### config.mk
export PLATFORM = sky130hd
export DESIGN_NAME = hsv2rgb_chan
export DESIGN_NICKNAME = d
export VERILOG_FILES = /design/src/rtl/core/hsv2rgb_pkg.sv /design/src/rtl/core/hsv2rgb_chan.sv
export SDC_FILE = /design/constraint.sdc
export NUM_CORES = 2
export LEC_CHECK = 0
export BUFFER_PORTS_ARGS = -buffer_cell sky130_fd_sc_hd__buf_2
export CORE_ASPECT_RATIO = 1.4
export CORE_MARGIN = 8
export CORE_UTILIZATION = 50
export CTS_CLUSTER_DIAMETER = 80
export CTS_CLUSTER_SIZE = 10
export DETAILED_ROUTE_END_ITERATION = 12
export PLACE_DENSITY = 0.66
export SETUP_SLACK_MARGIN = 0.5
export SYNTH_ARGS = -nofsm -noshare
export SYNTH_HDL_FRONTEND = slang
export SYNTH_SLANG_ARGS = --single-unit
### constraint.sdc
create_clock -name clock -period 14.6 [get_ports clock]
set_clock_uncertainty 0.05 [all_clocks]
set_input_delay 2.19 -clock clock [delete_from_list [all_inputs] [get_ports clock]]
set_output_delay 2.19 -clock clock [all_outputs]
set_load 0.01 [all_outputs]
### src/rtl/core/hsv2rgb_pkg.sv
// Shared types and constants for the HSV to RGB converter.
// No dependencies; imported by every module of the converter.
package hsv2rgb_pkg;

   localparam int HUE_FRAC_BITS_DEF     = 6;
   localparam int PERCENT_FRAC_BITS_DEF = 8;

   localparam int IN_W = 16;
   localparam int CH_W = 8;
   localparam int NUM_CH = 3;

   // channel lanes
   localparam int CH_RED   = 0;
   localparam int CH_GREEN = 1;
   localparam int CH_BLUE  = 2;

   // Full-scale denominator is DIV_D << (2*PERCENT_FRAC_BITS + HUE_FRAC_BITS)
   localparam int N_W       = 28;
   localparam int DIV_W     = 20;
   localparam logic [DIV_W-1:0] DIV_D = DIV_W'(600000);
   localparam int RECIP_SH  = 48;
   localparam int RECIP_W   = 29;
   localparam logic [RECIP_W-1:0] RECIP_M = RECIP_W'((64'd1 << RECIP_SH) / 64'd600000);

   typedef enum logic [2:0] {
      SEC_RED_YEL,
      SEC_YEL_GRN,
      SEC_GRN_CYA,
      SEC_CYA_BLU,
      SEC_BLU_MAG,
      SEC_MAG_RED
   } sector_type;

   typedef struct packed {
      logic valid;
      logic reject;
   } ctl_type;

endpackage

### src/rtl/core/hsv2rgb_chan.sv
// One colour lane: weight product, value product and 255 scaling.
// Depends on hsv2rgb_pkg.
module hsv2rgb_chan
   import hsv2rgb_pkg::*;
#(
   parameter int HUE_FRAC_BITS     = HUE_FRAC_BITS_DEF,
   parameter int PERCENT_FRAC_BITS = PERCENT_FRAC_BITS_DEF,
   localparam int D_VAL  = 60 << HUE_FRAC_BITS,
   localparam int P_VAL  = 100 << PERCENT_FRAC_BITS,
   localparam int S_W    = $clog2(P_VAL + 1),
   localparam int DIST_W = $clog2(D_VAL + 1)
) (
   input  logic              clock,
   input  logic [S_W-1:0]    sat,
   input  logic [S_W-1:0]    bri,
   input  logic [DIST_W-1:0] t,
   output logic [N_W-1:0]    n_ff
);

   localparam int PD_VAL = P_VAL * D_VAL;
   localparam int PD_W   = $clog2(PD_VAL + 1);
   localparam int M_W    = S_W + PD_W;
   localparam int SC_W   = M_W + CH_W;
   localparam int SH     = 2 * PERCENT_FRAC_BITS + HUE_FRAC_BITS;

   logic [PD_W-1:0] p_in, p_ff;
   logic [S_W-1:0]  v1_ff;
   logic [PD_W-1:0] w;
   logic [M_W-1:0]  m_in, m_ff;
   logic [SC_W-1:0] sc;
   logic [N_W-1:0]  n_in;

   always_comb begin
      p_in = PD_W'(sat) * PD_W'(t);
      w    = PD_W'(PD_VAL) - p_ff;
      m_in = M_W'(v1_ff) * M_W'(w);
      // times 255, then drop the power-of-two part of the denominator
      sc   = {m_ff, {CH_W{1'b0}}} - SC_W'(m_ff);
      n_in = N_W'(sc >> SH);
   end

   always_ff @(posedge clock) begin
      p_ff  <= p_in;
      v1_ff <= bri;
      m_ff  <= m_in;
      n_ff  <= n_in;
   end

endmodule

Word-level counts from Yosys, hierarchy flattened
Cells that the tools add are included.
Word-level totals
  register bits after elaboration: 112
  input bits: 43
  output and inout port bits: 28
Operators by class
  add/subtract/negate cells: 2
  $mul: 2
Operators by type and width (count)
  $sub 50x42->50: 1
  $mul 15x27->42: 1
  $mul 15x12->27: 1
  $sub 27x27->27 const A: 1

Depth between registers and ports, before layout
  depth after elaboration: 2
  depth in mapped cells: 33
  depth with buffers taken out: 30

Worst setup path after synthesis
OpenSTA, ideal clock, no wires.
  kind: register to register
  from: reg p_ff[0]
  to: reg m_ff[41]
  arrival time: 7.199 ns
  required time: 14.472 ns
  slack: 7.273 ns
  cell stages (with the launch flop): 32
  buffers on the path: 2
  period minus slack after synthesis: 7.327 ns
  path through: dfxtp_1 > clkbuf_1 > inv_1 > ha_1 > nor2b_1 > nand2_1 > nor3_2 > nand2_1 > a41oi_2 > nor2_1 > xnor2_2 > buf_2 > and2_1 > fa_1 > inv_1 > fa_1 > inv_1 > fa_1 > fa_1 > fa_1 > inv_1 > fa_1 > inv_1 > ha_1 > a21oi_1 > o21ai_0 > a221oi_1 > nor2b_1 > a311oi_1 > nor3_1 > o211a_1 > nor3_1
On the way
  cells in the longest elaborated chain, start to end: 2
Ends and longest elaborated chain
  start: declaration: line hsv2rgb_chan.sv:26  | logic [PD_W-1:0] p_in, p_ff;
  start signal: assignment: line hsv2rgb_chan.sv:43  | p_ff <= p_in;
  $sub 27x27->27: line hsv2rgb_chan.sv:35  | w = PD_W'(PD_VAL) - p_ff;
  $mul 15x27->42: line hsv2rgb_chan.sv:36  | m_in = M_W'(v1_ff) * M_W'(w);
  net m_in[41]: line hsv2rgb_chan.sv:29  | logic [M_W-1:0] m_in, m_ff;
  end signal: assignment: line hsv2rgb_chan.sv:45  | m_ff <= m_in;
  end: declaration: line hsv2rgb_chan.sv:29
The timed path passes the listed nets, and every way through them passes these cells.

Worst setup path after layout
Ends and elaborated chain as after synthesis.

==> impl_results.md <==
* Core Area at ~46000 um2
* Largest net degree at the start of global routing at 28
* Cts hold-fix bufs at 0
* Worst R2R Setup Slack at about 5700 ps
* Clk sinks at 112
* DR top layer: met4
* CTS tree: done
* DPL Wire Length at 45700 um
* Fmax at 0.113 GHz
* Die width at 198 um
* Status: completed
* Avg Vias per Cell at 5.30
* Crit path launch type: flip-flop
* Hold endpoint: n_ff[27]$_DFF_P_
* CTS Root Cell: clkbuf_16
* EDFF count, synth at 0
* Reg2Reg Depth at 28
* Buffers and inverters on the worst path at 5
* Area Growth Syn to Fin at 5.30%
* Final worst slack at 5740 ps
* Die footprint at about 54000 um2
* Initial core utilization at 50.7%
* Nets@finish at approximately 3300
* # placed instances at around 3200
* Total GRT Usage at 21.3%
* CP Max Fanout at 18
* Die Ht at 271 um
* Final setup violation count at 0
* Ys async rst share at 0%
* Number of global-route vias before repair at 19200
* Final min period at roughly 8900 ps
* Net Count, Synth at approximately 3300
* Metal3 WL at 1960 um
* R2R Path End: m_ff[41]$_DFF_P_
* Final Cycle Share at 60.7%
* Final Core Density at 53.4%
* Setup TNS at 0 ps
* Synthesis Warnings at 0
* Postcts setup bufs at 0
* DR pass1 iterations at 4
* CTS max path bufs at 2
* Top Family by Delay on Critical Path: adder cells
* Slew Limit Fails at 0
* Critical R2R Launch: p_ff[0]$_DFF_P_
* # rows at 93
* Ports at 71
* Synthesized cell area at around 23000 um2
* Post-Route M1 WL at about 22000 um
* Placer Congestion at 0.942
* Slew @ Worst Pin at 1320 ps
* Worst-Skew Late Latency at 390 ps
* Routed wire per std cell at 17.1 um
* Worst-path clk slew at 70 ps
* Initial antenna violation count at 1
* Register bit total from synthesis at roughly 110
* Fraction of layout instances using a drive strength above 1 at 4.99%
* Average size of a mapped cell at 8.82 um2
* First-pass GRT wire length at around 93000 um
* Cells after synthesis at 2641
* Hold Path Class: flip-flop to flip-flop
* Slew headroom at 11.6%
* Drt total wl at 55700 um
* HP Start: m_ff[41]$_DFF_P_
* MaxCap Viol Count at 0
* Worst slack at placement at approximately 6000 ps
* Required @ worst endpoint at 14860 ps
* DRC at 0
* DR vias at 17300
* Ant. Diodes at 0
* CP Class: flip-flop to flip-flop
* Number of distinct library cells after synthesis at between 70 and 80
* Met2 Routed Length at 30000 um
* Seq/Total Area, Yosys at 9.63%
* Fin cells at around 3300
* Critical-path top delay cell: xor2_1
* Number of buffers created by CTS at 9
* Routed Antenna Nets at 0
* Post-CTS Resized at 0
* Worst Setup End Kind: flip-flop
* RSZ-0062 raised after global routing: no
* Most common flop cell mapped by yosys: dfxtp_1
* H-Tree Depth at 3
* Hold depth at 1
* Fin. Hold Viols at 0
* Iter 0 DRT Violations at 717
* Worst EP arrival at 9120 ps
* Crit path top cell by count: fa_1
* Total grt overflow at 0
* Peak per-stage delay on the critical path at 1020 ps
* Port bufs at 70
==> cell type report <==
cell class | instances | area [um2]
Clock buffer | 9 | 225
Clock inverter | 6 | 73.8
Fill cell | 4209 | 21400
Inverter | 539 | 2020
Multi-Input combinational cell | 1887 | 18700
Sequential cell | 112 | 2240
Tap cell | 617 | 772
Timing Repair Buffer | 94 | 531
==> Yosys cell counts (7+ instances only) <==
master / instances / area (um2)
or2_2: 8 / 50.1
nor2_1: 50 / 188
nor2b_1: 13 / 81.3
nand4_1: 7 / 43.8
ha_1: 206 / 2580
inv_1: 539 / 2020
fa_1: 453 / 9070
nor4_1: 8 / 50.1
a31oi_1: 17 / 106
and2_1: 298 / 1860
nand2_1: 370 / 1390
a21oi_1: 77 / 385
o21ai_0: 46 / 230
o21a_1: 12 / 90.1
a211oi_1: 13 / 97.6
o211ai_1: 12 / 90.1
and3_1: 11 / 68.8
nand3_1: 23 / 115
nor3_1: 24 / 120
o21bai_1: 16 / 120
xor2_1: 34 / 298
clkbuf_1: 96 / 360
dfxtp_1: 112 / 2240
xnor2_1: 61 / 534
a21o_1: 48 / 360
==> kinds of logic after synthesis <==
group	count (synthesis)	share of synthesized area [%]
AOI/OAI and AO/OA	288	8.07
and+or+nand+nor	842	18.1
adders and majority gates	659	50.0
muxes	1	0.0483
DFF	112	9.63
buffers and inverters	642	10.4
xor gates and xnor gates	97	3.71
==> worst max-delay path by stage <==
| stage | slack [ps] | end | depth (start not counted) | from |
|---|---|---|---|---|
| finish | 5740 | m_ff[41]$_DFF_P_ | 28 | p_ff[0]$_DFF_P_ |
| detailed placement | 5850 | m_ff[41]$_DFF_P_ | 28 | p_ff[0]$_DFF_P_ |
| CTS | 5830 | m_ff[41]$_DFF_P_ | 28 | p_ff[0]$_DFF_P_ |
| global route | 5300 | m_ff[41]$_DFF_P_ | 28 | p_ff[0]$_DFF_P_ |
| floorplan | 7270 | m_ff[41]$_DFF_P_ | 31 | p_ff[0]$_DFF_P_ |
| global placement | 6080 | m_ff[41]$_DFF_P_ | 28 | p_ff[0]$_DFF_P_ |
==> metal layers <==
metal,GRT usage (%),vias to the layer above
met4,8.44,0
met3,1.51,116
li1,-,8061
met5,0,-
met1,24.2,8731
met2,40.7,403
==> state kept, by name, indices dropped and copies added, names as in the netlist <==
register  cells
p_ff         27
v1_ff        15
m_ff         42
n_ff         28
==> cell usage in the layout, fill, tap and decap left out, types with 7 or more instances in the layout <==
| master | count |
|---|---|
| nand3_1 | 23 |
| o21a_1 | 12 |
| or2_2 | 8 |
| nor2b_1 | 13 |
| nand2_1 | 370 |
| fa_1 | 453 |
| and3_1 | 11 |
| and2_1 | 298 |
| o21bai_1 | 16 |
| dfxtp_1 | 112 |
| nor4_1 | 8 |
| xor2_1 | 33 |
| a211oi_1 | 13 |
| ha_1 | 206 |
| o211ai_1 | 12 |
| clkbuf_16 | 9 |
| buf_2 | 70 |
| buf_4 | 24 |
| xnor2_1 | 57 |
| nor3_1 | 24 |
| a21oi_1 | 77 |
| o21ai_0 | 46 |
| a31oi_1 | 17 |
| a21o_1 | 48 |
| nand4_1 | 7 |
| inv_1 | 539 |
| nor2_1 | 50 |
==> per-stage QoR <==
stage	hold WS, ps	instance area [um2]
after global placement	419	24200
after floorplan	385	23300
after detailed placement	415	24200
after global routing	453	24500
after CTS	426	24500
final	416	24500
Power is not shown: default switching activity piles up to over one toggle a cycle in this logic, so the estimate is an artifact.
