## config.mk

```make
export PLATFORM = sky130hd
export DESIGN_NAME = hsv2rgb_cdiv
export DESIGN_NICKNAME = d
export VERILOG_FILES = /design/src/rtl/core/hsv2rgb_pkg.sv /design/src/rtl/core/hsv2rgb_cdiv.sv
export SDC_FILE = /design/constraint.sdc
export NUM_CORES = 1
export LEC_CHECK = 0
export BUFFER_PORTS_ARGS = -buffer_cell sky130_fd_sc_hd__buf_2
export CAP_MARGIN = 20
export CORE_MARGIN = 2
export CORE_UTILIZATION = 45
export DETAILED_ROUTE_END_ITERATION = 8
export HOLD_SLACK_MARGIN = 0.15
export PLACE_DENSITY_LB_ADDON = 0.15
export SLEW_MARGIN = 20
export SYNTH_ARGS = -nofsm -noshare
export SYNTH_HDL_FRONTEND = slang
export SYNTH_SLANG_ARGS = --single-unit
```

## constraint.sdc

```tcl
create_clock -name clock -period 8.8 [get_ports clock]
set_input_delay 0.88 -clock clock [delete_from_list [all_inputs] [get_ports clock]]
set_output_delay 0.88 -clock clock [all_outputs]
set_load 0.005 [all_outputs]
```

## src/rtl/core/hsv2rgb_pkg.sv

```systemverilog
// Shared types and constants for the HSV to RGB converter.
// No dependencies; imported by every module of the converter.
package hsv2rgb_pkg;

   localparam int HUE_FRAC_BITS_DEF     = 6;
   localparam int PERCENT_FRAC_BITS_DEF = 8;

   localparam int IN_W = 16;
   localparam int CH_W = 8;
   localparam int NUM_CH = 3;

   // channel lanes
   localparam int CH_RED   = 0;
   localparam int CH_GREEN = 1;
   localparam int CH_BLUE  = 2;

   // Full-scale denominator is DIV_D << (2*PERCENT_FRAC_BITS + HUE_FRAC_BITS)
   localparam int N_W       = 28;
   localparam int DIV_W     = 20;
   localparam logic [DIV_W-1:0] DIV_D = DIV_W'(600000);
   localparam int RECIP_SH  = 48;
   localparam int RECIP_W   = 29;
   localparam logic [RECIP_W-1:0] RECIP_M = RECIP_W'((64'd1 << RECIP_SH) / 64'd600000);

   typedef enum logic [2:0] {
      SEC_RED_YEL,
      SEC_YEL_GRN,
      SEC_GRN_CYA,
      SEC_CYA_BLU,
      SEC_BLU_MAG,
      SEC_MAG_RED
   } sector_type;

   typedef struct packed {
      logic valid;
      logic reject;
   } ctl_type;

endpackage

```

## src/rtl/core/hsv2rgb_cdiv.sv

```systemverilog
// Division by the constant 600000: reciprocal multiply, then one correction.
// Depends on hsv2rgb_pkg.
module hsv2rgb_cdiv
   import hsv2rgb_pkg::*;
(
   input  logic            clock,
   input  logic [N_W-1:0]  n,
   output logic [CH_W-1:0] q_ff
);

   localparam int PROD_W = N_W + RECIP_W;

   logic [PROD_W-1:0] prod;
   logic [CH_W-1:0]   qe_in, qe_ff;
   logic [N_W-1:0]    n2_ff;
   logic [N_W-1:0]    qd;
   logic [N_W-1:0]    rem;
   logic [CH_W-1:0]   q_in;

   always_comb begin
      prod  = PROD_W'(n) * PROD_W'(RECIP_M);
      // estimate is low by at most one
      qe_in = prod[RECIP_SH +: CH_W];
      qd    = N_W'(qe_ff) * N_W'(DIV_D);
      rem   = n2_ff - qd;
      q_in  = qe_ff + CH_W'(rem >= N_W'(DIV_D));
   end

   always_ff @(posedge clock) begin
      qe_ff <= qe_in;
      n2_ff <= n;
      q_ff  <= q_in;
   end

endmodule

```

## Word-level counts from Yosys, hierarchy flattened

Cells that the tools add are included.

- Add/sub/neg operators: 2
- $mul: 2
- $lt $le $gt $ge: 1

Operator list:

| cell | count |
|---|---|
| 28-bit by 29-bit multiplier with 56-bit output (second input constant) | 1 |
| 28-bit by 20-bit greater-or-equal comparator with 1-bit output (second input constant) | 1 |
| 28-bit subtractor | 1 |
| 8-bit by 14-bit multiplier with 22-bit output (second input constant) | 1 |
| 8-bit by 1-bit adder with 8-bit output | 1 |

- Register bits after elaboration: 44
- Bits of input ports: 29
- Word-level logic and storage cells: 8

## Depth between registers and ports, before layout

Gate-level depths: netlist (run 1).

- Depth after elaboration: 4
- Gate-level depth with buffers: 31
- Mapped depth without buffers: 30

## Worst setup path before layout (run 1)

No wires, ideal clock.

- Path type: input port to flip-flop
- From: input port n[16]
- To: register qe_ff[4]
- Library setup time: 0.074 ns
- Arrival time: 6.553 ns
- Required time: 8.726 ns
- Setup slack: 2.173 ns
- Cell stages on the path: 18
- Buffers on the path: 0
- Cell sequence: fa_1 -> inv_1 -> fa_1 -> inv_1 -> fa_1 -> inv_1 -> fa_1 -> fa_1 -> inv_1 -> fa_1 -> fa_1 -> ha_1 -> nand4_2 -> or3_4 -> or3_1 -> or3_1 -> a31o_1 -> a31oi_1

- Word-level cells in the longest chain between the ends: 1

RTL lines:

| item | line | source |
|---|---|---|
| start: declaration | hsv2rgb_cdiv.sv:7 | `input logic [N_W-1:0] n,` |
| 28-bit by 29-bit multiplier with 56-bit output | hsv2rgb_cdiv.sv:21 | `prod = PROD_W'(n) * PROD_W'(RECIP_M);` |
| via prod[52] | hsv2rgb_cdiv.sv:13 | `logic [PROD_W-1:0] prod;` |
| end signal: assignment | hsv2rgb_cdiv.sv:30 | `qe_ff <= qe_in;` |
| end: declaration | hsv2rgb_cdiv.sv:14 | `logic [CH_W-1:0] qe_in, qe_ff;` |

The timed path passes the listed nets, and every way through them passes these cells.

## Final worst setup path (run 1)

- From: input port n[16]
- To: register qe_ff[2]

The elaborated chain is that of the path after synthesis.

==> results of run 1 <==
## worst min path at each step
stage / startpoint / to / slack (ns) / cells after the start
floorplan: qe_ff[7] / q_ff[7] / 0.52 / 1
finish: qe_ff[7] / q_ff[7] / 0.62 / 1
global placement: qe_ff[7] / q_ff[7] / 0.61 / 1
CTS: qe_ff[7] / q_ff[7] / 0.62 / 1
detailed placement: qe_ff[7] / q_ff[7] / 0.61 / 1
global route: qe_ff[7] / q_ff[7] / 0.67 / 1
## cells in the final DEF (no fill, tap or decap), drive strengths merged, types with 3 or more instances in the layout
master	Yosys	routed
o221ai	4	4
xor2	17	17
or4	4	4
nand2	40	40
buf	0	37
nor2	31	31
nand3b	4	4
o21a	9	9
o211ai	9	9
xnor2	29	29
fa	343	343
o31ai	6	6
nor2b	8	8
a2111oi	3	3
a211oi	4	4
nand4	14	14
or2	9	9
o21bai	3	3
a21o	27	27
nand3	18	18
nor3	19	19
a211o	3	3
dfxtp	38	38
a31oi	12	12
inv	538	538
o21ai	29	29
or3	8	8
a21oi	47	47
o2111ai	3	3
clkbuf	4	5
nand2b	3	3
ha	338	338
a221oi	3	3
o311ai	3	3
## logic make-up (layout without fill, tap and decap cells)
logic type	count (synthesis)	in the layout
AO/OA/AOI/OAI	180	180
buffers and inverters	543	584
flip-flops	38	38
XOR/XNOR	46	46
AND/OR/NAND/NOR	166	166
adder cells (fa/ha/maj)	681	681
## sequential cells by signal, indices dropped and copies added (netlist names)
signal  count
q_ff        8
n2_ff      22
qe_ff       8
## worst reg2reg max path, cell delays in order (launching register included)
cell and delay, ns:
dfxtp_1 0.76, fa_1 0.59, ha_1 0.31, inv_1 0.05
fa_1 0.50, fa_1 0.56, inv_1 0.04, ha_1 0.29
nand2_1 0.07, o211ai_1 0.26, nand3_1 0.16, a31oi_1 0.34
nor2_1 0.11, xor2_1 0.17, ha_1 0.42, a21o_1 0.23
a21o_1 0.17, a21oi_1 0.20, o21ai_0 0.11, a2111o_1 0.36
nor4_1 0.25, nand4_1 0.25, ha_1 0.25, and2_1 0.19
nand4_1 0.12, xnor2_1 0.13
## metal layers
metal	wire [um]	vias up	GRT usage, %	share of wire [%]
met4	1020	0	5.67	2.4
met5	0	-	0	0
li1	-	5218	-	-
met3	2290	52	4.27	5.3
met1	19100	5452	32.6	45
met2	20400	243	40.6	48
## Yosys cell counts, types with 9 or more instances
master	number
a21o_1	27
a21oi_1	47
a31oi_1	12
dfxtp_1	38
fa_1	343
ha_1	338
inv_1	538
nand2_1	40
nand3_1	18
nand4_1	13
nor2_1	31
nor3_1	19
o211ai_1	9
o21a_1	9
o21ai_0	18
o21ai_1	10
xnor2_1	29
xor2_1	17
## area by class of cell
cell class	count	area [um^2]	area share, %
clock buffers	5	125	0.724
inverters	539	2020	11.7
repair buffers	37	188	1.09
clock inverters	3	68.8	0.398
multi-input cells	1073	13500	78.4
well taps	461	577	3.34
flip-flops and latches	38	761	4.40
## metrics by stage
step | hold WS, ns | instances | setup slack, ns | cell area [um^2] | util, %
5_1_grt | 0.668 | 2156 | 1.21 | 17300 | 48.5
3_5_place_dp | 0.607 | 2148 | 1.20 | 17100 | 47.9
3_3_place_gp | 0.613 | 2148 | 1.19 | 17100 | 47.9
2_1_floorplan | 0.525 | 1654 | 2.17 | 16300 | -
4_1_cts | 0.624 | 2156 | 1.47 | 17300 | 48.5
6_report | 0.618 | 2156 | 1.55 | 17300 | 48.5
==> impl_metrics.env, run 1 <==
export IMPL_timing_reg2reg_setup_slack_ns=1.84
export IMPL_synth_cell_area_um2=16300
export IMPL_cp_start_kind="input port"
export IMPL_max_clock_path_buffers=2
export IMPL_period_needed_ns=7.25
export IMPL_path_common_cell="fa_1"
export IMPL_critical_path_sink_type="flip-flop"
export IMPL_synth_edf_count=0
export IMPL_worstReg2RegEnd="q_ff[6]"
export IMPL_tritoncts_num_buffers=5
export IMPL_cp_bufs_invs=5
export IMPL_design_die_area_um2=37900
export IMPL_dp_hpwl_mm=39.4
export IMPL_synth_distinct_cells=60
export IMPL_critical_path_endpoint="qe_ff[2]"
export IMPL_first_drt_iteration_drcs=558
export IMPL_synthCells=1654
export IMPL_rsz_0062_raised_after_global_routing="false"
export IMPL_yosys_area_top_type_share_pct=42.0
export IMPL_globalplace_congestion=0.942
export IMPL_outcome="finished, final reports clean"
export IMPL_synth_warning_count=0
export IMPL_grt_overflow=0
export IMPL_r2r_cells=25
export IMPL_first_pass_iters=5
export IMPL_fmax_mhz=138
export IMPL_antenna_found_initial=0
export IMPL_crit_path_top_delay_cell="fa_1"
export IMPL_initial_core_util_pct=45.8
export IMPL_worst_path_stages=20
export IMPL_dieWidth_um=195
export IMPL_final_min_period_over_clock_period_pct=82.4
export IMPL_setup_tns_ns=0
export IMPL_vias=10965
export IMPL_route_detailed_vias_per_inst=5.09
export IMPL_muxShareOfSynthArea_pct=0
export IMPL_skew_ns=0.0101
export IMPL_yosys_register_bits=38
export IMPL_root_buffer="clkbuf_16"
export IMPL_hold_viol=0
export IMPL_post_synth_xor_area_fraction_pct=2.47
export IMPL_postSynth_topFlopCell="dfxtp_1"
export IMPL_postSynthNetCount=2364
export IMPL_post_drt_wl_per_cell_um=19.9
export IMPL_synth_top_family_by_area="adder cells"
export IMPL_asyncSetResetFlopFracSynth_pct=0
export IMPL_cts_resized=0
export IMPL_crit_type="in2reg"
export IMPL_finalNetCount=2404
export IMPL_fillers=3406
export IMPL_required_ns=9.04
export IMPL_drt_drc_violations_left=0
export IMPL_tritoncts_num_sinks=38
export IMPL_ys_seq_area_share_pct=4.65
export IMPL_final_layout_size_suffix_gt1_share_pct=3.48
export IMPL_clkLatencyLatePin_ns=0.30
export IMPL_crit_arrival_ns=7.48
export IMPL_worst_slew_pin_transition_ns=0.690
export IMPL_area_growth_pct=5.77
export IMPL_crit_path_start="n[16]"
export IMPL_clkSlewWorstSetupHoldPaths_ns=0.07
export IMPL_cp_max_fo=7
export IMPL_startpoint_of_the_worst_register_to_register_path="qe_ff[2]"
export IMPL_total_wire_length_mm=42.8
export IMPL_drv_max_cap_violation_count=0
export IMPL_grt_pass1_wl_mm=68.4
export IMPL_hold_buffers=0
export IMPL_synth_avg_cell_area_um2=9.88
export IMPL_port_buffers=36
export IMPL_synth_simple_gate_area_share_pct=5.15
export IMPL_design_portCount=37
export IMPL_gr_usage_all_layers_pct=24.2
export IMPL_first_global_vias=12108
export IMPL_post_cts_setup_buffers=0
export IMPL_cts_max_level=2
export IMPL_placementRows=69
export IMPL_floorplan_core_area_um2=35700
export IMPL_yosys_area_top_type="fa_1"
export IMPL_tritoncts_clock_tree="built"
export IMPL_final_max_slew_viol_count=0
export IMPL_report_final_setup_viol=0
export IMPL_critical_path_top_delay_family="adder cells"
export IMPL_antenna_violating_nets_post_route=0
export IMPL_ys_top_cells_by_area="fa_1 (42%), ha_1 (26%), inv_1 (12%)"
export IMPL_synth_compound_area_share_pct=7.36
export IMPL_pin_count_of_the_biggest_net_entering_global_routing=14
export IMPL_num_antenna_cells=0
export IMPL_fp_dieH_um=195
export IMPL_relSlewSlack_pct=53.9
export IMPL_synth_fa_ha_area_share_pct=67.9
export IMPL_cp_cell_sequence="buf_2 > fa_1 > inv_1 > fa_1 > inv_1 > fa_1 > inv_1 > fa_1 > fa_1 > inv_1 > fa_1 > fa_1 > ha_1 > nand4_2 > or4_1 > or3_1 > a211oi_1 > nor3_1 > o31ai_2 > xor2_1"
export IMPL_crit_path_max_incr_delay_ns=0.66
export IMPL_worst_hold_path_type="reg2reg"
Power of run 1 is not shown: default switching activity piles up to over one toggle a cycle in this logic, so the estimate is an artifact.
==> run 2: changes to the inputs <==
==> constraint.sdc (replaced) <==
create_clock -name clock -period 6.6 [get_ports clock]
set_input_delay 0.66 -clock clock [delete_from_list [all_inputs] [get_ports clock]]
set_output_delay 0.66 -clock clock [all_outputs]
set_load 0.005 [all_outputs]
==> run 2 against run 1 <==
  * Clock skew fell by 0.0066 ns
  * First-iteration DRC count decreased by 16%
  * Final area is 9.9% higher
  * Clock-buffer cell count unchanged
  * Die area unchanged
  * Critical path type unchanged
==> impl_metrics.env, run 2 (same netlist as run 1, synthesis figures left out) <==
export IMPL_outcome="finished, final reports clean"
export IMPL_layout_cells_most_common_list="inv_1 (528), fa_1 (333), ha_1 (329)"
export IMPL_crit_path_top_delay_cell="fa_2"
export IMPL_crit_type="in2reg"
export IMPL_globalplace_congestion=0.925
export IMPL_design_portCount=37
export IMPL_final_max_slew_viol_count=0
export IMPL_antenna_violating_nets_post_route=0
export IMPL_dieWidth_um=195
export IMPL_cp_max_fo=3
export IMPL_hold_viol=0
export IMPL_cp_cell_sequence="buf_4 > fa_2 > inv_2 > fa_1 > fa_1 > inv_2 > fa_2 > fa_1 > inv_1 > fa_1 > inv_1 > fa_1 > ha_1 > nand4_1 > buf_4 > o21ai_4 > o21ai_4 > a31oi_4 > nor2_2 > o21ai_4 > or4b_1 > o311ai_1"
export IMPL_rsz_0062_raised_after_global_routing="true"
export IMPL_clkSlewWorstSetupHoldPaths_ns=0.06
export IMPL_finish_instance_area_um2=19000
export IMPL_first_pass_iters=5
export IMPL_drt_drc_violations_left=0
export IMPL_port_buffers=36
export IMPL_vias=11688
export IMPL_first_global_vias=13239
export IMPL_clkLatencyLatePin_ns=0.31
export IMPL_tritoncts_num_sinks=38
export IMPL_top_regs="n2_ff x22, q_ff x8, qe_ff x8"
export IMPL_crit_path_max_incr_delay_ns=0.62
export IMPL_tritoncts_num_buffers=5
export IMPL_grt_pass1_wl_mm=71.8
export IMPL_root_buffer="clkbuf_16"
export IMPL_period_needed_ns=6.50
export IMPL_first_drt_iteration_drcs=471
export IMPL_final_layout_size_suffix_gt1_share_pct=16.6
export IMPL_worst_path_stages=22
export IMPL_dp_hpwl_mm=40.2
export IMPL_design_die_area_um2=37900
export IMPL_area_growth_pct=16.3
export IMPL_drv_max_cap_violation_count=0
export IMPL_floorplan_core_area_um2=35700
export IMPL_path_common_cell="fa_1"
export IMPL_gr_usage_all_layers_pct=25.1
export IMPL_fmax_mhz=154
export IMPL_critical_path_top_delay_family="adder cells"
export IMPL_pin_count_of_the_biggest_net_entering_global_routing=13
export IMPL_max_clock_path_buffers=2
export IMPL_hold_worst_slack_ns=0.538
export IMPL_finalNetCount=2592
export IMPL_total_wire_length_mm=43.8
export IMPL_crit_arrival_ns=6.71
export IMPL_num_antenna_cells=0
export IMPL_hold_path_cell_count=1
export IMPL_r2r_cells=26
export IMPL_initial_core_util_pct=45.8
export IMPL_worst_slew_pin_transition_ns=0.529
export IMPL_tritoncts_clock_tree="built"
export IMPL_grt_overflow=0
export IMPL_skew_ns=0.00356
export IMPL_largest_reg_flops=22
export IMPL_required_ns=6.81
export IMPL_post_drt_wl_per_cell_um=18.7
export IMPL_fp_dieH_um=195
export IMPL_report_final_setup_viol=0
export IMPL_relSlewSlack_pct=64.4
export IMPL_hold_buffers=0
export IMPL_cp_bufs_invs=6
export IMPL_leading_cell_type_in_the_layout_fill_and_taps_excluded="inv_1"
export IMPL_placementRows=69
export IMPL_cts_max_level=2
export IMPL_final_min_period_over_clock_period_pct=98.5
export IMPL_route_detailed_vias_per_inst=4.99
export IMPL_critical_path_sink_type="flip-flop"
export IMPL_worst_hold_path_type="in2reg"
export IMPL_antenna_found_initial=0
export IMPL_cp_start_kind="input port"
export IMPL_area_of_placed_instances_um2=18500
export IMPL_largest_register="n2_ff"
==> run 2: cell types whose count changed in the layout (fill, tap and decap cells not counted), moves of 5 or more <==
cell | before | now
buf_4 | 1 | 186
dfxtp_1 | 38 | 33
fa_1 | 343 | 333
fa_2 | 0 | 10
ha_1 | 338 | 329
ha_2 | 0 | 5
inv_1 | 538 | 528
inv_2 | 0 | 11
==> run 2: cell type report <==
class | instances | area, um^2
clock buffers | 5 | 125
fillers | 3292 | 16600
flip-flops and latches | 38 | 769
inverters | 539 | 2020
well taps | 461 | 577
clock inverters | 2 | 10.0
repair buffers | 225 | 1630
multi-input cells | 1073 | 13900
==> run 2: path summary, 6_finish.rpt <==
path	slack, ns	start	to
worst max register to register	0.41	qe_ff[5]	q_ff[7]
worst min register to register	0.65	qe_ff[2]	q_ff[3]
worst min-delay path	0.54	n[25]	n2_ff[25]
worst max-delay path	0.1	n[2]	qe_ff[6]
==> run 2: through the flow <==
step	TNS, ns	instances	util, %	setup slack [ns]
final	0	2343	53.3	0.0982
after global routing	-0.121	2343	53.3	-0.0783
after CTS	-0.0144	2345	52.6	-0.0144
after detailed placement	-3.30	2338	52.0	-0.505
after global placement	-2.48	2338	52.0	-0.439
after floorplan	0	1654	-	0.193
==> run 2: what timing repair did <==
action,CTS,global route
setup buffers,1,1
endpoints found under the setup margin,7,15
hold endpoints to repair,0,0
gates resized for setup,15,70
pin swaps,8,58
==> run 2: worst register-to-register path, cell delays in order (launching register included) <==
cell and delay, ns:
dfxtp_4 0.38, fa_1 0.55, inv_1 0.10, fa_1 0.49
inv_1 0.05, fa_1 0.46, fa_1 0.49, ha_1 0.32
nor3_1 0.21, nor2_1 0.10, and3_1 0.21, nor2_1 0.11
xor2_1 0.20, ha_1 0.29, buf_4 0.16, a2bb2oi_2 0.18
nand2_1 0.11, o221ai_1 0.19, buf_4 0.17, a21oi_1 0.07
xor2_1 0.15, nor4_2 0.27, nand4_1 0.20, ha_2 0.23
and2_2 0.20, nand4_1 0.11, xnor2_1 0.12
==> run 2: routing by layer <==
layer / global-route usage, % / up-vias / part of all wire, %
met4: 6.32 / 0 / 2.5
met3: 5.59 / 56 / 5.7
li1: - / 5596 / -
met2: 41.1 / 206 / 47
met1: 33.7 / 5830 / 45
met5: 0 / - / 0
Power of run 2 is left out for the same reason.
==> run 3: changes to the inputs <==
--- a/config.mk
+++ b/config.mk
@@ -12,6 +12,7 @@
 export DETAILED_ROUTE_END_ITERATION = 8
 export HOLD_SLACK_MARGIN = 0.15
 export PLACE_DENSITY_LB_ADDON = 0.15
+export SETUP_SLACK_MARGIN = 0.15
 export SLEW_MARGIN = 20
 export SYNTH_ARGS = -nofsm -noshare
 export SYNTH_HDL_FRONTEND = slang
==> run 3 against run 2 <==
  * Fmax rose by 0.11%
  * Final area increased by 0.99%
  * Worst hold slack lost 0.00094 ns
  * Core utilization is 0.53 points higher
  * Wire length increased by 0.62%
  * Critical path depth is 2 higher
  * Clock-buffer cell count is the same
  * Flip-flop and latch count stayed put
  * Global-route usage grew 0.093 points
  * Setup slack improved by 0.0073 ns
  * Cell count grew 0.34%
  * Die area unchanged
  * Highest routed layer unchanged
==> impl_metrics.env, run 3 (same netlist as run 1, synthesis figures left out) <==
export IMPL_tritoncts_clock_tree="built"
export IMPL_root_buffer="clkbuf_16"
export IMPL_post_drt_wl_per_cell_um=18.7
export IMPL_final_max_slew_viol_count=0
export IMPL_r2r_cells=30
export IMPL_top_regs="n2_ff x22, q_ff x8, qe_ff x8"
export IMPL_fmax_mhz=154
export IMPL_dieWidth_um=195
export IMPL_initial_core_util_pct=45.8
export IMPL_outcome="finished, final reports clean"
export IMPL_timing_reg2reg_setup_slack_ns=0.45
export IMPL_antenna_violating_nets_post_route=0
export IMPL_vias=11846
export IMPL_first_global_vias=13297
export IMPL_holdCritStartpoint="n[25]"
export IMPL_hold_path_cell_count=1
export IMPL_first_pass_iters=4
export IMPL_clkSlewWorstSetupHoldPaths_ns=0.07
export IMPL_worst_hold_path_type="in2reg"
export IMPL_first_drt_iteration_drcs=447
export IMPL_total_wire_length_mm=44.1
export IMPL_largest_reg_flops=22
export IMPL_worstReg2RegEnd="q_ff[7]"
export IMPL_grt_overflow=0
export IMPL_crit_path_max_incr_delay_ns=0.55
export IMPL_skew_ns=0.00383
export IMPL_gr_usage_all_layers_pct=25.1
export IMPL_tritoncts_num_sinks=38
export IMPL_crit_arrival_ns=6.74
export IMPL_grt_pass1_wl_mm=72.1
export IMPL_period_needed_ns=6.49
export IMPL_hold_viol=0
export IMPL_max_clock_path_buffers=2
export IMPL_design_portCount=37
export IMPL_drv_max_cap_violation_count=0
export IMPL_drt_drc_violations_left=0
export IMPL_floorplan_core_area_um2=35700
export IMPL_setup_tns_ns=0
export IMPL_fp_dieH_um=195
export IMPL_relSlewSlack_pct=66.2
export IMPL_clkLatencyLatePin_ns=0.31
export IMPL_globalplace_congestion=0.925
export IMPL_required_ns=6.84
export IMPL_cts_max_level=2
export IMPL_leading_cell_type_in_the_layout_fill_and_taps_excluded="inv_1"
export IMPL_dp_hpwl_mm=40.2
export IMPL_design_die_area_um2=37900
export IMPL_largest_register="n2_ff"
export IMPL_final_layout_size_suffix_gt1_share_pct=17.6
export IMPL_route_detailed_vias_per_inst=5.04
export IMPL_crit_path_top_delay_cell="fa_1"
export IMPL_rsz_0062_raised_after_global_routing="true"
export IMPL_final_min_period_over_clock_period_pct=98.4
export IMPL_port_buffers=36
export IMPL_tritoncts_num_buffers=5
export IMPL_critical_path_sink_type="flip-flop"
export IMPL_cp_cell_sequence="buf_2 > fa_1 > fa_1 > inv_1 > fa_1 > inv_1 > fa_1 > inv_1 > fa_1 > fa_1 > inv_1 > fa_1 > ha_1 > nand4_1 > buf_4 > o21ai_2 > o21ai_2 > buf_6 > a31oi_4 > nor3_2 > buf_4 > or3_4 > a31o_1 > a31oi_1"
export IMPL_path_common_cell="fa_1"
export IMPL_crit_type="in2reg"
export IMPL_min_to="n2_ff[25]"
export IMPL_worst_slew_pin_transition_ns=0.503
export IMPL_antenna_found_initial=0
export IMPL_startpoint_of_the_worst_register_to_register_path="qe_ff[4]"
export IMPL_num_antenna_cells=0
export IMPL_finalNetCount=2600
export IMPL_cp_start_kind="input port"
export IMPL_layout_cells_most_common_list="inv_1 (530), fa_1 (333), ha_1 (325)"
export IMPL_area_growth_pct=17.4
export IMPL_pin_count_of_the_biggest_net_entering_global_routing=13
export IMPL_cp_max_fo=3
export IMPL_placementRows=69
export IMPL_report_final_setup_viol=0
run 3: cell count changes in the layout (fill, tap and decap cells not counted), sizes merged:
cell and change:
buf +8, inv -1, clkinv +1
run 3: final cells by class:
cell class / count / area, um^2
Fill cell: 3276 / 16500
Multi-Input combinational cell: 1073 / 14000
Inverter: 539 / 2020
Timing Repair Buffer: 233 / 1720
Sequential cell: 38 / 772
Tap cell: 461 / 577
Clock buffer: 5 / 125
Clock inverter: 2 / 10.0
run 3: what timing repair did:
item | in CTS | in global routing
endpoints found under the hold margin | 0 | 0
buffers inserted | 3 | 3
pin swaps | 28 | 68
setup endpoints to repair | 12 | 16
hold buffers | 0 | 0
gates resized for setup | 50 | 57
run 3: layer usage:
metal	share of wire, %	vias to the layer above	GRT usage (%)
li1	-	5607	-
met3	6.3	59	5.78
met1	44	5941	33.6
met2	47	239	41.5
met4	2.6	0	6.21
met5	0	-	0
run 3: worst max-delay path: cells and delay by family:
| family | cells | cell delay, ns |
|---|---|---|
| adders and majority gates | 8 | 3.80 |
| buffers and inverters | 8 | 0.87 |
| AOI/OAI and AO/OA | 5 | 0.78 |
| and+or+nand+nor | 3 | 0.61 |
run 3: per-stage QoR:
stage	hold slack, ns	setup slack (ns)	instances	util, %	cell area, um^2
finish	0.537	0.105	2351	53.8	19200
floorplan	0.525	0.193	1654	-	16300
global route	0.546	-0.0791	2351	53.8	19200
CTS	0.533	0.0844	2348	53.1	18900
global placement	0.635	-0.439	2338	52.0	18500
detailed placement	0.644	-0.505	2338	52.0	18500
run 3: worst max-delay path by stage:
stage	start	to
6_report	n[6]	qe_ff[4]
5_1_grt	n[2]	qe_ff[4]
4_1_cts	n[3]	qe_ff[4]
3_5_place_dp	n[1]	qe_ff[4]
3_3_place_gp	n[1]	qe_ff[2]
2_1_floorplan	n[16]	qe_ff[4]
Power of run 3 is left out for the same reason.
