===== config.mk =====
export PLATFORM = sky130hd
export DESIGN_NAME = hsv2rgb_front
export DESIGN_NICKNAME = d
export VERILOG_FILES = /design/src/rtl/core/hsv2rgb_pkg.sv /design/src/rtl/core/hsv2rgb_front.sv
export SDC_FILE = /design/constraint.sdc
export NUM_CORES = 1
export LEC_CHECK = 0
export ABC_AREA = 1
export BUFFER_PORTS_ARGS = -buffer_cell sky130_fd_sc_hd__buf_2
export CORE_MARGIN = 2
export CORE_UTILIZATION = 50
export DETAILED_ROUTE_END_ITERATION = 10
export PLACE_DENSITY = 0.8
export SLEW_MARGIN = 5
export SYNTH_ARGS = -nofsm -noshare
export SYNTH_HDL_FRONTEND = slang
export SYNTH_SLANG_ARGS = --single-unit

===== constraint.sdc =====
create_clock -name clock -period 5.21 [get_ports clock]
set_input_delay 1.042 -clock clock [delete_from_list [all_inputs] [get_ports clock]]
set_output_delay 1.042 -clock clock [all_outputs]
set_load 0.03 [all_outputs]

===== src/rtl/core/hsv2rgb_pkg.sv =====
// Shared types and constants for the HSV to RGB converter.
// No dependencies; imported by every module of the converter.
package hsv2rgb_pkg;

   localparam int HUE_FRAC_BITS_DEF     = 6;
   localparam int PERCENT_FRAC_BITS_DEF = 8;

   localparam int IN_W = 16;
   localparam int CH_W = 8;
   localparam int NUM_CH = 3;

   // channel lanes
   localparam int CH_RED   = 0;
   localparam int CH_GREEN = 1;
   localparam int CH_BLUE  = 2;

   // Full-scale denominator is DIV_D << (2*PERCENT_FRAC_BITS + HUE_FRAC_BITS)
   localparam int N_W       = 28;
   localparam int DIV_W     = 20;
   localparam logic [DIV_W-1:0] DIV_D = DIV_W'(600000);
   localparam int RECIP_SH  = 48;
   localparam int RECIP_W   = 29;
   localparam logic [RECIP_W-1:0] RECIP_M = RECIP_W'((64'd1 << RECIP_SH) / 64'd600000);

   typedef enum logic [2:0] {
      SEC_RED_YEL,
      SEC_YEL_GRN,
      SEC_GRN_CYA,
      SEC_CYA_BLU,
      SEC_BLU_MAG,
      SEC_MAG_RED
   } sector_type;

   typedef struct packed {
      logic valid;
      logic reject;
   } ctl_type;

endpackage


===== src/rtl/core/hsv2rgb_front.sv =====
// Input stage: range check, hue sector and per-channel weight selection.
// Depends on hsv2rgb_pkg.
module hsv2rgb_front
   import hsv2rgb_pkg::*;
#(
   parameter int HUE_FRAC_BITS     = HUE_FRAC_BITS_DEF,
   parameter int PERCENT_FRAC_BITS = PERCENT_FRAC_BITS_DEF,
   localparam int D_VAL  = 60 << HUE_FRAC_BITS,
   localparam int P_VAL  = 100 << PERCENT_FRAC_BITS,
   localparam int S_W    = $clog2(P_VAL + 1),
   localparam int DIST_W = $clog2(D_VAL + 1)
) (
   input  logic                            clock,
   input  logic                            reset,
   input  logic                            accept,
   input  logic signed [IN_W-1:0]          hue,
   input  logic signed [IN_W-1:0]          saturation,
   input  logic signed [IN_W-1:0]          brightness,
   output ctl_type                         ctl_ff,
   output logic [S_W-1:0]                  sat_ff,
   output logic [S_W-1:0]                  bri_ff,
   output logic [NUM_CH-1:0][DIST_W-1:0]   t_ff
);

   localparam int H_W = $clog2((360 << HUE_FRAC_BITS) + 1);
   localparam logic signed [IN_W-1:0] HUE_MAX_S = IN_W'(360 << HUE_FRAC_BITS);
   localparam logic signed [IN_W-1:0] PCT_MAX_S = IN_W'(100 << PERCENT_FRAC_BITS);
   localparam logic [DIST_W-1:0] D_T = DIST_W'(D_VAL);

   ctl_type                         ctl_in;
   logic [S_W-1:0]                  sat_in;
   logic [S_W-1:0]                  bri_in;
   logic [NUM_CH-1:0][DIST_W-1:0]   t_in;
   logic                            reject;
   logic [H_W-1:0]                  hu;
   logic [H_W-1:0]                  base;
   logic [DIST_W-1:0]               off;
   logic [DIST_W-1:0]               hue_dist;
   sector_type                      sector;

   always_comb begin
      reject = hue[IN_W-1] || (hue > HUE_MAX_S) ||
               saturation[IN_W-1] || (saturation > PCT_MAX_S) ||
               brightness[IN_W-1] || (brightness > PCT_MAX_S);
      hu = hue[H_W-1:0];

      // hue 360 stays in the last sector
      if (hu >= H_W'(5 * D_VAL))      sector = SEC_MAG_RED;
      else if (hu >= H_W'(4 * D_VAL)) sector = SEC_BLU_MAG;
      else if (hu >= H_W'(3 * D_VAL)) sector = SEC_CYA_BLU;
      else if (hu >= H_W'(2 * D_VAL)) sector = SEC_GRN_CYA;
      else if (hu >= H_W'(D_VAL))     sector = SEC_YEL_GRN;
      else                            sector = SEC_RED_YEL;

      case (sector)
         SEC_RED_YEL: base = '0;
         SEC_YEL_GRN: base = H_W'(D_VAL);
         SEC_GRN_CYA: base = H_W'(2 * D_VAL);
         SEC_CYA_BLU: base = H_W'(3 * D_VAL);
         SEC_BLU_MAG: base = H_W'(4 * D_VAL);
         default:     base = H_W'(5 * D_VAL);
      endcase
      off = DIST_W'(hu - base);

      // weight t: chroma -> 0, second component -> hue_dist, zero -> full span
      t_in = '0;
      hue_dist = D_T - off;
      case (sector)
         SEC_RED_YEL: begin
            t_in[CH_RED] = '0;       t_in[CH_GREEN] = hue_dist; t_in[CH_BLUE] = D_T;
         end
         SEC_YEL_GRN: begin
            hue_dist = off;
            t_in[CH_RED] = hue_dist; t_in[CH_GREEN] = '0;       t_in[CH_BLUE] = D_T;
         end
         SEC_GRN_CYA: begin
            t_in[CH_RED] = D_T;      t_in[CH_GREEN] = '0;       t_in[CH_BLUE] = hue_dist;
         end
         SEC_CYA_BLU: begin
            hue_dist = off;
            t_in[CH_RED] = D_T;      t_in[CH_GREEN] = hue_dist; t_in[CH_BLUE] = '0;
         end
         SEC_BLU_MAG: begin
            t_in[CH_RED] = hue_dist; t_in[CH_GREEN] = D_T;      t_in[CH_BLUE] = '0;
         end
         default: begin
            hue_dist = off;
            t_in[CH_RED] = '0;       t_in[CH_GREEN] = D_T;      t_in[CH_BLUE] = hue_dist;
         end
      endcase

      // zero the operands of a rejected item so the datapath stays bounded
      sat_in = reject ? '0 : saturation[S_W-1:0];
      bri_in = reject ? '0 : brightness[S_W-1:0];
      ctl_in.valid  = accept;
      ctl_in.reject = reject;
   end

   always_ff @(posedge clock) begin
      if (reset) begin
         ctl_ff <= '0;
      end else begin
         ctl_ff <= ctl_in;
      end
   end

   always_ff @(posedge clock) begin
      sat_ff <= sat_in;
      bri_ff <= bri_in;
      t_ff   <= t_in;
   end

endmodule


Yosys cells after proc, flatten, opt, wreduce, memory -nomap -nowiden
Cells that the tools add are included.
Widths: inputs -> output; s select.
{ "word_totals": {"ff_bits": 68, "in_bits": 51} }
{ "op_classes": {"reduce_logical": 6, "magnitude_cmp": 8, "add_sub_neg": 2, "n_eq_ne": 4, "muxes": 7} }
{ "ops": {"columns": ["operator", "n"], "rows": [
  ["$pmux 36 s5", 1],
  ["$pmux 12 s5", 1],
  ["$gt 16x16->1 const B", 3],
  ["$ge 15x14->1 const B", 2],
  ["$ge 15x12->1 const B", 1],
  ["$ge 15x13->1 const B", 1],
  ["$ge 15x15->1 const B", 1],
  ["$sub 12x12->12", 1],
  ["$sub 12x12->12 const A", 1],
  ["$eq 3x2->1 const B", 2],
  ["$mux 3", 2],
  ["$logic_or 1x1->1", 5],
  ["$mux 2", 2],
  ["$eq 3x1->1 const B", 1],
  ["$eq 3x3->1 const B", 1],
  ["$logic_not 3->1", 1],
  ["$mux 1", 1]
]} }

Longest topological paths before layout
Gate-level depths: netlist (run 1).
{ "logic_depth": {"ltp_word": 11, "depth_mapped": 20, "mapped_depth_nobuf": 20} }

Worst setup path before layout (run 1)
OpenSTA, ideal clock, no wires.
{ "synth_path": {"kind": "input to register", "start": "input hue[12]", "end": "register t_ff[11] in the netlist's numbering", "arrival_ns": 3.160, "path_stages": 13, "setup_time_ns": 0.113, "setup_slack_ns": 1.937, "required_time_ns": 5.097, "cell_sequence": "inv_1 -> nand4_1 -> nand2_1 -> clkbuf_1 -> o21ai_0 -> ha_1 -> fa_1 -> xnor2_1 -> nand2_1 -> a21oi_1 -> nand2_2 -> nand3_1 -> nand2_1"} }
{ "synth_rtl": {"columns": ["element", "line", "rtl"], "rows": [
  ["start: declaration", "hsv2rgb_front.sv:16", "input logic signed [IN_W-1:0] hue,"],
  ["end signal: assignment", "hsv2rgb_front.sv:110", "t_ff <= t_in;"],
  ["end: declaration", "hsv2rgb_front.sv:22", "output logic [NUM_CH-1:0][DIST_W-1:0] t_ff"]
]} }

==> metrics.txt, run 1 <==
area enclosed by the die boundary about 6100 um2; Async SR Flop Fraction 0%; timing-limited maximum frequency 283 MHz; H-tree depth 3; Hold Path Sink ctl_ff[1]; CP Class input pin to register; final layout net count 523; cell with the most instances after synthesis dfxtp_1; min-delay src reset; Filler cells around 470; prevailing post-synth register cell dfxtp_1; footprint of the multi-input gates between 1000 and 1500 um2; portion of the clock cycle consumed by the worst path in the final layout between 60% and 70%; Detailed Place HPWL between 5000 and 6000 um; number of CTS-inserted buffers 9; normalized max-slew margin between 30% and 40%; detailed router's first-iteration violation count 117; IO Count between 100 and 150; design area approximately 3600 um2; Critical Path Start Type input pin; core area 5440 um2; Final Hold Violating Endpoints 0; top cell type's share of synthesized area between 40 and 50%; post-synthesis cell type count 33; number of core rows 27; average wire per standard cell 12.9 um; result of the run finished, final reports clean; final setup violation count 0; leakage power total 0.00198 uW; final slew viol count 0; total of hold buffers inserted after clock tree synthesis 0; sum of overflow across all layers after global routing 0; Synth area leaders dfxtp_1 49%, inv_1 8.1%, nand2_1 7.2%; WP data arrival 3.75 ns; power density over cell area 360 nW/um2; crit path time final 3.53 ns; Die Wd between 70 and 80 um; count of vias placed by the detailed router 2647; post-route core utilization about two thirds; RSZ-0062 raised after global routing false; number of cells upsized or downsized after cts 0; top cells by count, synth 68 x dfxtp_1, 60 x inv_1, 53 x nand2_1, 52 x nor2_1; number of warnings issued by yosys 0; detailed-route wire length about 7000 um; CTS sink cnt 68; post-route setup TNS 0 ns; weighted congestion at the end of routability-driven global placement slightly above 0.9; number of antenna violations at the first check in global routing 0; synthesis-stage register bit count a little under 70; Seq/Total Area, Yosys around half; total of buffers placed on input and output ports ~120; CTS tree built; endpoint kind of the worst setup timing path register; drc violations 0; number of global-route vias before repair ~2500; GRT Overall Usage a little under a quarter; endpoint required time on the critical path roughly 5.4 ns; number of max-cap violations 0; synthesized instance count between 300 and 400; instance count along the most critical hold path 2; area growth from synthesis to layout 29.6%; Via-to-Cell Ratio between 4 and 5; Hold/Removal Path Class input pin to register; largest vdd supply drop roughly 0.29 mV; overall power after layout 1290 uW; initial cell density of the core 50.8%; Post-DRT Antenna Nets 0; clock transition at the registers of the reported paths 0.07 ns; sequential cell area between 1000 and 1500 um2; count of TritonRoute iterations in the first routing pass 4; number of synthesized flops with an enable pin 0; diode count 0; Avg Inst Size Synth between 8 and 9 um2; slew at the pin closest to its max-slew limit 0.950 ns; cell area after placement between 3000 and 4000 um2; height of the chip slightly below 80 um; maximum fanout count along the critical path 11; combined area of all synthesized cells 2770 um2; largest area contributor in the netlist dfxtp_1; Post-CTS Setup Bufs 0; wire length of the first global-routing pass between 10000 and 15000 um; Clock Tree Root clkbuf_8; buffers from clock root to sink, at most 2; Syn Nets approximately 400; fraction of layout instances using a drive strength above 1 about 34%; maximum number of pins on one net before global-route repair 31
stage by stage:
| step | hold WS (ns) | setup WS [ns] | instances |
|---|---|---|---|
| 2_1_floorplan | 1.11 | 1.94 | 345 |
| 4_1_cts | 0.861 | 1.73 | 544 |
| 5_1_grt | 0.876 | 1.43 | 544 |
| 6_report | 0.875 | 1.68 | 544 |
| 3_3_place_gp | 1.22 | 1.52 | 528 |
| 3_5_place_dp | 1.22 | 1.40 | 528 |
metal layers:
metal	share of wire, %	up-vias	track usage (%)	routed length [um]
li1	-	1317	-	-
met1	40	1203	28.2	2840
met2	51	119	41.2	3600
met3	6.9	8	5.52	485
met4	1.2	0	8.95	87
met5	0	-	0	0
report_power, final:
group	internal [uW]	leakage, uW	switching [uW]
sequential	558	0.000560	9.30
clock	248	0.0000959	185
combinational	87.9	0.00132	204
state kept, by name (all words and copies together) (netlist names):
register / flops
bri_ff: 15
ctl_ff: 2
sat_ff: 15
t_ff: 36
critical path, cell delays in order:
cell and delay [ns]:
buf_2 0.18, inv_2 0.08, nand2_4 0.11, nor2_2 0.04, nand2_2 0.23, nand2_2 0.22, nand2_2 0.16, inv_2 0.06
nand2_4 0.13, nand2_2 0.07, nor2_2 0.11, inv_1 0.06, fa_1 0.40, xnor2_1 0.38, nand2_1 0.09, a21oi_1 0.17
nand2_2 0.09, nand3_1 0.07, nand2_1 0.05
placed cells by master, fill, tap and decap left out, drive strengths merged:
cell type,n
nor3,3
o21bai,1
o21ai,12
nand4,2
dfxtp,68
clkinvlp,2
ha,4
a21oi,9
buf,118
xnor2,1
xor2,6
inv,65
a21boi,1
o211ai,4
fa,1
clkbuf,13
nand3b,1
nand3,18
nand2,64
o22ai,18
and2,1
nor2,59
bufinv,1
cell families after synthesis:
group | Yosys count | synth area share (%)
DFF | 68 | 49.2
xor gates and xnor gates | 7 | 2.22
adders and majority gates | 5 | 2.53
buffers and inverters | 72 | 11.2
AOI/OAI and AO/OA | 45 | 10.9
and+or+nand+nor | 148 | 24.0
layout make-up:
type                       count  share of cell area, %
clock buffer                  13                   4.43
clock inverter                 3                   1.26
inverter                      65                   6.81
multi-input combinational    205                   30.5
sequential                    68                   38.0
tap                           72                   2.51
timing repair buffer         118                   16.5
how the worst max path moves through the flow:
stage	startpoint	to	slack [ns]	cells past startpoint
finish	hue[14]	t_ff[11]	1.68	19
global route	hue[11]	t_ff[11]	1.43	19
CTS	hue[14]	t_ff[11]	1.73	19
detailed placement	hue[14]	t_ff[23]	1.40	19
global placement	hue[14]	t_ff[23]	1.52	19
floorplan	hue[12]	t_ff[11]	1.94	13
(Power assumes the default switching activity.)
==> run 2: changes to the inputs <==
--- a/config.mk
+++ b/config.mk
@@ -8,9 +8,9 @@
 export ABC_AREA = 1
 export BUFFER_PORTS_ARGS = -buffer_cell sky130_fd_sc_hd__buf_2
 export CORE_MARGIN = 2
-export CORE_UTILIZATION = 50
+export CORE_UTILIZATION = 42
 export DETAILED_ROUTE_END_ITERATION = 10
-export PLACE_DENSITY = 0.8
+export PLACE_DENSITY = 0.72
 export SLEW_MARGIN = 5
 export SYNTH_ARGS = -nofsm -noshare
 export SYNTH_HDL_FRONTEND = slang
==> constraint.sdc (replaced) <==
create_clock -name clock -period 2.8 [get_ports clock]
set_input_delay 0.56 -clock clock [delete_from_list [all_inputs] [get_ports clock]]
set_output_delay 0.56 -clock clock [all_outputs]
set_load 0.03 [all_outputs]
==> metrics.txt, run 2 (synthesis results as in run 1) <==
result of the run finished, final reports clean (unchanged); H-tree depth 3 (unchanged); power density over cell area 635 nW/um2 (was 360 nW/um2); sequential cell area 1360 um2 (unchanged); WP data arrival 2.76 ns (was 3.75 ns); drc violations 0 (unchanged); number of global-route vias before repair 2511 (was 2515); weighted congestion at the end of routability-driven global placement 0.918 (was 0.925); Hold/Removal Path Class input pin to register (unchanged); number of core rows 29 (was 27); diode count 0 (unchanged); largest registers in the final layout t_ff (36), bri_ff (15), sat_ff (15) (unchanged); CTS sink cnt 68 (unchanged); overall power after layout 2350 uW (was 1290 uW); post-route setup TNS 0 ns (unchanged); sum of overflow across all layers after global routing 0 (unchanged); GRT Overall Usage 18.8% (was 23.6%); Hold Path Sink ctl_ff[1] (unchanged); initial cell density of the core 43.5% (was 50.8%); number of antenna violations at the first check in global routing 0 (unchanged); number of max-cap violations 0 (unchanged); total of buffers placed on input and output ports 118 (unchanged); Filler cells 567 (was 471); Post-CTS Setup Bufs 0 (unchanged); average wire per standard cell 11.8 um (was 12.9 um); buffers from clock root to sink, at most 2 (unchanged); design area 3700 um2 (was 3580 um2); final setup violation count 0 (unchanged); number of CTS-inserted buffers 9 (unchanged); wire length of the first global-routing pass 11000 um (was 11300 um); Detailed Place HPWL 5240 um (was 5300 um); instance count along the most critical hold path 2 (unchanged); cell area after placement 3510 um2 (was 3380 um2); clock transition at the registers of the reported paths 0.07 ns (about the same); Die Wd 85.1 um (was 78.4 um); fraction of layout instances using a drive strength above 1 36.9% (was 34.1%); Final Hold Violating Endpoints 0 (unchanged); normalized max-slew margin 74.5% (was 36.5%); count of vias placed by the detailed router 2596 (was 2647); Post-DRT Antenna Nets 0 (unchanged); detailed router's first-iteration violation count 92 (was 117); final slew viol count 0 (unchanged); RSZ-0062 raised after global routing false (unchanged); CTS tree built (unchanged); Critical Path Start Type input pin (unchanged); slew at the pin closest to its max-slew limit 0.381 ns (was 0.950 ns); height of the chip 85.1 um (was 78.4 um); final layout net count 539 (was 523); min-delay src reset (unchanged); Clock Tree Root clkbuf_8 (unchanged); most flop-heavy register t_ff (unchanged); crit path time final roughly 2.5 ns; post-route setup slack 0.287 ns (was 1.68 ns); setup slack at placement -0.108 ns (was 1.40 ns); top library cells by usage in the layout, fill and taps aside 118 x buf_2, 68 x dfxtp_1, 60 x inv_1 (unchanged); portion of the clock cycle consumed by the worst path in the final layout 89.7%; CP Class input pin to register (unchanged); core area 6350 um2 (was 5440 um2); leading cell type in the layout, fill and taps excluded buf_2 (unchanged); leakage power total 0.00205 uW (was 0.00198 uW); post-route core utilization 58.2% (was 65.9%); maximum fanout count along the critical path 4 (was 11); count of TritonRoute iterations in the first routing pass 4 (unchanged); flip-flop count of the largest register, all copies and words added 36 (unchanged); timing-limited maximum frequency between 300 and 400 MHz; area growth from synthesis to layout 33.7% (was 29.6%); endpoint kind of the worst setup timing path register (unchanged); Via-to-Cell Ratio 4.59 (was 4.87); endpoint required time on the critical path 3.05 ns (was 5.43 ns); detailed-route wire length 6690 um (was 7010 um); footprint of the multi-input gates 1100 um2 (was 1090 um2); IO Count 119 (unchanged); area enclosed by the die boundary 7250 um2 (was 6140 um2); largest vdd supply drop 0.424 mV (was 0.286 mV); maximum number of pins on one net before global-route repair 31 (unchanged)
==> run 2: metrics by stage <==
step | hold slack [ns] | instances
floorplan | 0.631 | 345
global placement | 0.733 | 549
detailed placement | 0.739 | 549
CTS | 0.379 | 565
global route | 0.379 | 565
finish | 0.395 | 565
==> run 2: worst max path at each step <==
stage	from	to	cells after the start
6_report	hue[12]	t_ff[34]	15
5_1_grt	hue[12]	t_ff[34]	15
3_3_place_gp	hue[12]	t_ff[23]	16
2_1_floorplan	hue[12]	t_ff[11]	13
4_1_cts	hue[12]	t_ff[34]	14
3_5_place_dp	hue[12]	t_ff[23]	16
==> run 2: what timing repair did <==
| action | CTS | global route |
|---|---|---|
| hold buffers | 0 | 0 |
| setup endpoints to repair | 0 | 4 |
| resized for setup | 0 | 2 |
==> run 2: worst max-delay path, cell delays in order <==
cell and delay, ns:
buf_2 0.10, inv_1 0.13, nor2_4 0.07, a21oi_4 0.19, nand2_2 0.10, nand2_2 0.09, inv_2 0.05, o21ai_0 0.14
ha_1 0.21, fa_1 0.46, nor2_2 0.17, nand2_1 0.08, xor2_1 0.22, nand2_1 0.08, o211ai_1 0.10
==> run 2: area by class of cell <==
type | instances | share of cell area [%]
flip-flops and latches | 68 | 36.8
multi-input cells | 205 | 29.7
repair buffers | 134 | 19.2
inverters | 65 | 6.60
clock buffers | 11 | 4.10
well taps | 77 | 2.61
clock inverters | 5 | 0.948
==> run 2: power breakdown <==
group	switching (uW)	total [uW]	internal, uW	leakage (uW)
combinational	380	565	185	0.00140
sequential	15.8	1050	1040	0.000560
clock	357	728	371	0.0000957
total	753	2350	1590	0.00205
==> run 2: routing by layer <==
metal / track usage (%) / vias to the layer above / wire length (um)
met5: 0 / - / 0
met1: 22.4 / 1147 / 2850
met3: 4.67 / 7 / 443
met2: 32.8 / 92 / 3340
met4: 6.78 / 0 / 60
li1: - / 1350 / -
==> run 3: changes to the inputs <==
--- a/config.mk
+++ b/config.mk
@@ -7,7 +7,6 @@
 export LEC_CHECK = 0
 export ABC_AREA = 1
 export BUFFER_PORTS_ARGS = -buffer_cell sky130_fd_sc_hd__buf_2
-export CORE_MARGIN = 2
 export CORE_UTILIZATION = 42
 export DETAILED_ROUTE_END_ITERATION = 10
 export PLACE_DENSITY = 0.72
==> metrics.txt, run 3 (synthesis results as in run 1) <==
fraction of layout instances using a drive strength above 1 36.9% (about the same); WP data arrival 2.75 ns (was 2.76 ns); Detailed Place HPWL 5190 um (was 5240 um); number of core rows 29 (unchanged); initial cell density of the core 43.5% (unchanged); Die Wd 83.1 um (was 85.1 um); wire length of the first global-routing pass 10800 um (was 11000 um); maximum number of pins on one net before global-route repair 31 (unchanged); weighted congestion at the end of routability-driven global placement 0.874 (was 0.918); number of global-route vias before repair 2461 (was 2511); leakage power total 0.00207 uW (was 0.00205 uW); Via-to-Cell Ratio 4.58 (was 4.59); logic gate share of total power 23.4% (was 24.1%); end of the critical path t_ff[34] (unchanged); diode count 0 (unchanged); final std cells w/o fill 568 (was 565); number of CTS-inserted buffers 9 (unchanged); detailed-route wire length 6590 um (was 6690 um); count of TritonRoute iterations in the first routing pass 4 (unchanged); timing-limited maximum frequency 401 MHz (was 398 MHz); most flop-heavy register t_ff (unchanged); P_sw 735 uW (was 753 uW); IO Count 119 (unchanged); endpoint required time on the critical path 3.05 ns (about the same); Reg power frac 43.6% (was 44.9%); leading cell type in the layout, fill and taps excluded buf_2 (unchanged); portion of the clock cycle consumed by the worst path in the final layout 89.1% (was 89.7%); sum of overflow across all layers after global routing 0 (unchanged); total of buffers placed on input and output ports 118 (unchanged); GRT Overall Usage 19.6% (was 18.8%); core area 6350 um2 (unchanged); largest vdd supply drop 0.331 mV (was 0.424 mV); area growth from synthesis to layout 35.0% (was 33.7%); number of antenna violations at the first check in global routing 0 (unchanged); Clk pwr share 33.0% (was 31.0%); normalized max-slew margin 74.6% (was 74.5%); final setup violation count 0 (unchanged); top library cells by usage in the layout, fill and taps aside 118 x buf_2, 68 x dfxtp_1, 60 x inv_1 (unchanged); start point of the critical path hue[12] (unchanged); post-route setup TNS 0 ns (unchanged); largest registers in the final layout t_ff (36), bri_ff (15), sat_ff (15) (unchanged); average wire per standard cell 11.6 um (was 11.8 um); height of the chip 83.1 um (was 85.1 um); cell total after placement 552 (was 549); Critical Path Start Type input pin (unchanged); final slew viol count 0 (unchanged); power density over cell area 648 nW/um2 (was 635 nW/um2); crit path time final 2.49 ns (was 2.51 ns); Final Hold Violating Endpoints 0 (unchanged); H-tree depth 3 (unchanged); Filler cells 583 (was 567); RSZ-0062 raised after global routing false (unchanged); total of hold buffers inserted after clock tree synthesis 0 (unchanged); Post-DRT Antenna Nets 0 (unchanged); final layout net count 542 (was 539); drc violations 0 (unchanged); cell-internal power 1680 uW (was 1590 uW); detailed router's first-iteration violation count 60 (was 92); area enclosed by the die boundary 6910 um2 (was 7250 um2); CTS tree built (unchanged); CP Class input pin to register (unchanged); endpoint kind of the worst setup timing path register (unchanged); buffers from clock root to sink, at most 2 (unchanged); Hold Worst Slack 0.397 ns (was 0.395 ns); Hold/Removal Path Class input pin to register (unchanged); Switching Share 30.4% (was 32.1%); clock transition at the registers of the reported paths 0.07 ns (about the same); Clock Tree Root clkbuf_8 (unchanged); post-route core utilization 58.8% (was 58.2%); number of max-cap violations 0 (unchanged); maximum fanout count along the critical path 4 (unchanged); CTS sink cnt 68 (unchanged); flip-flop count of the largest register, all copies and words added 36 (unchanged); result of the run finished, final reports clean (unchanged); slew at the pin closest to its max-slew limit 0.377 ns (was 0.381 ns); count of vias placed by the detailed router 2601 (was 2596); Post-CTS Setup Bufs 0 (unchanged)
run 3: cell count changes in the layout (fill, tap and decap cells not counted):
cell and change:
clkinv_4 -1, buf_4 +3, inv_6 -1, clkbuf_1 +1
bufinv_16 +1, nor2_1 +1, nor2_2 -1
run 3: how the worst min path moves through the flow:
stage	startpoint	end	depth (start not counted)	slack (ns)
floorplan	reset	ctl_ff[1]	1	0.63
global placement	reset	ctl_ff[1]	2	0.73
detailed placement	reset	ctl_ff[1]	2	0.74
CTS	reset	ctl_ff[1]	2	0.38
global route	reset	ctl_ff[1]	2	0.38
finish	reset	ctl_ff[1]	2	0.40
run 3: per-stage QoR:
stage                     power [uW]  area (um2)  setup slack (ns)
after floorplan                 1450        2770           0.00890
after global placement          1630        3530            0.0312
after detailed placement        1640        3530            -0.104
after CTS                       2440        3730             0.229
after global routing            2540        3730           0.00388
final                           2420        3730             0.306
run 3: critical path, cell delays in order:
cell	delay, ns
buf_2	0.10
inv_1	0.13
nand2_1	0.08
o21ai_1	0.22
nand2_2	0.09
inv_2	0.08
o21ai_0	0.08
ha_1	0.22
fa_1	0.38
xnor2_1	0.25
buf_4	0.18
xor2_1	0.21
nand2_1	0.08
o211ai_1	0.08
run 3: what timing repair did:
item / 4_1_cts / 5_1_grt
gates resized for setup: 0 / 1
hold endpoints to repair: 0 / 0
setup endpoints to repair: 0 / 6
run 3: cell type report:
| cell class | instances | area, um2 | area share (%) |
|---|---|---|---|
| Clock buffer | 12 | 155 | 4.16 |
| Clock inverter | 4 | 47.5 | 1.27 |
| Inverter | 65 | 244 | 6.54 |
| Multi-Input combinational cell | 205 | 1090 | 29.3 |
| Sequential cell | 68 | 1360 | 36.5 |
| Tap cell | 77 | 96.3 | 2.58 |
| Timing Repair Buffer | 137 | 733 | 19.6 |
run 3: power by group through the flow:
stage	Sequential [uW]	Combinational, uW	Clock, uW
after floorplan	1220	227	0
after global placement	1080	558	0
after detailed placement	1080	564	0
after CTS	1050	566	818
after global routing	1060	616	862
final	1050	566	798
run 3: per-layer routing:
layer,GRT usage (%),share of wire (%)
met5,0,0
met2,34.1,50
met4,8.62,1.3
met1,22.9,45
met3,4.77,4.2
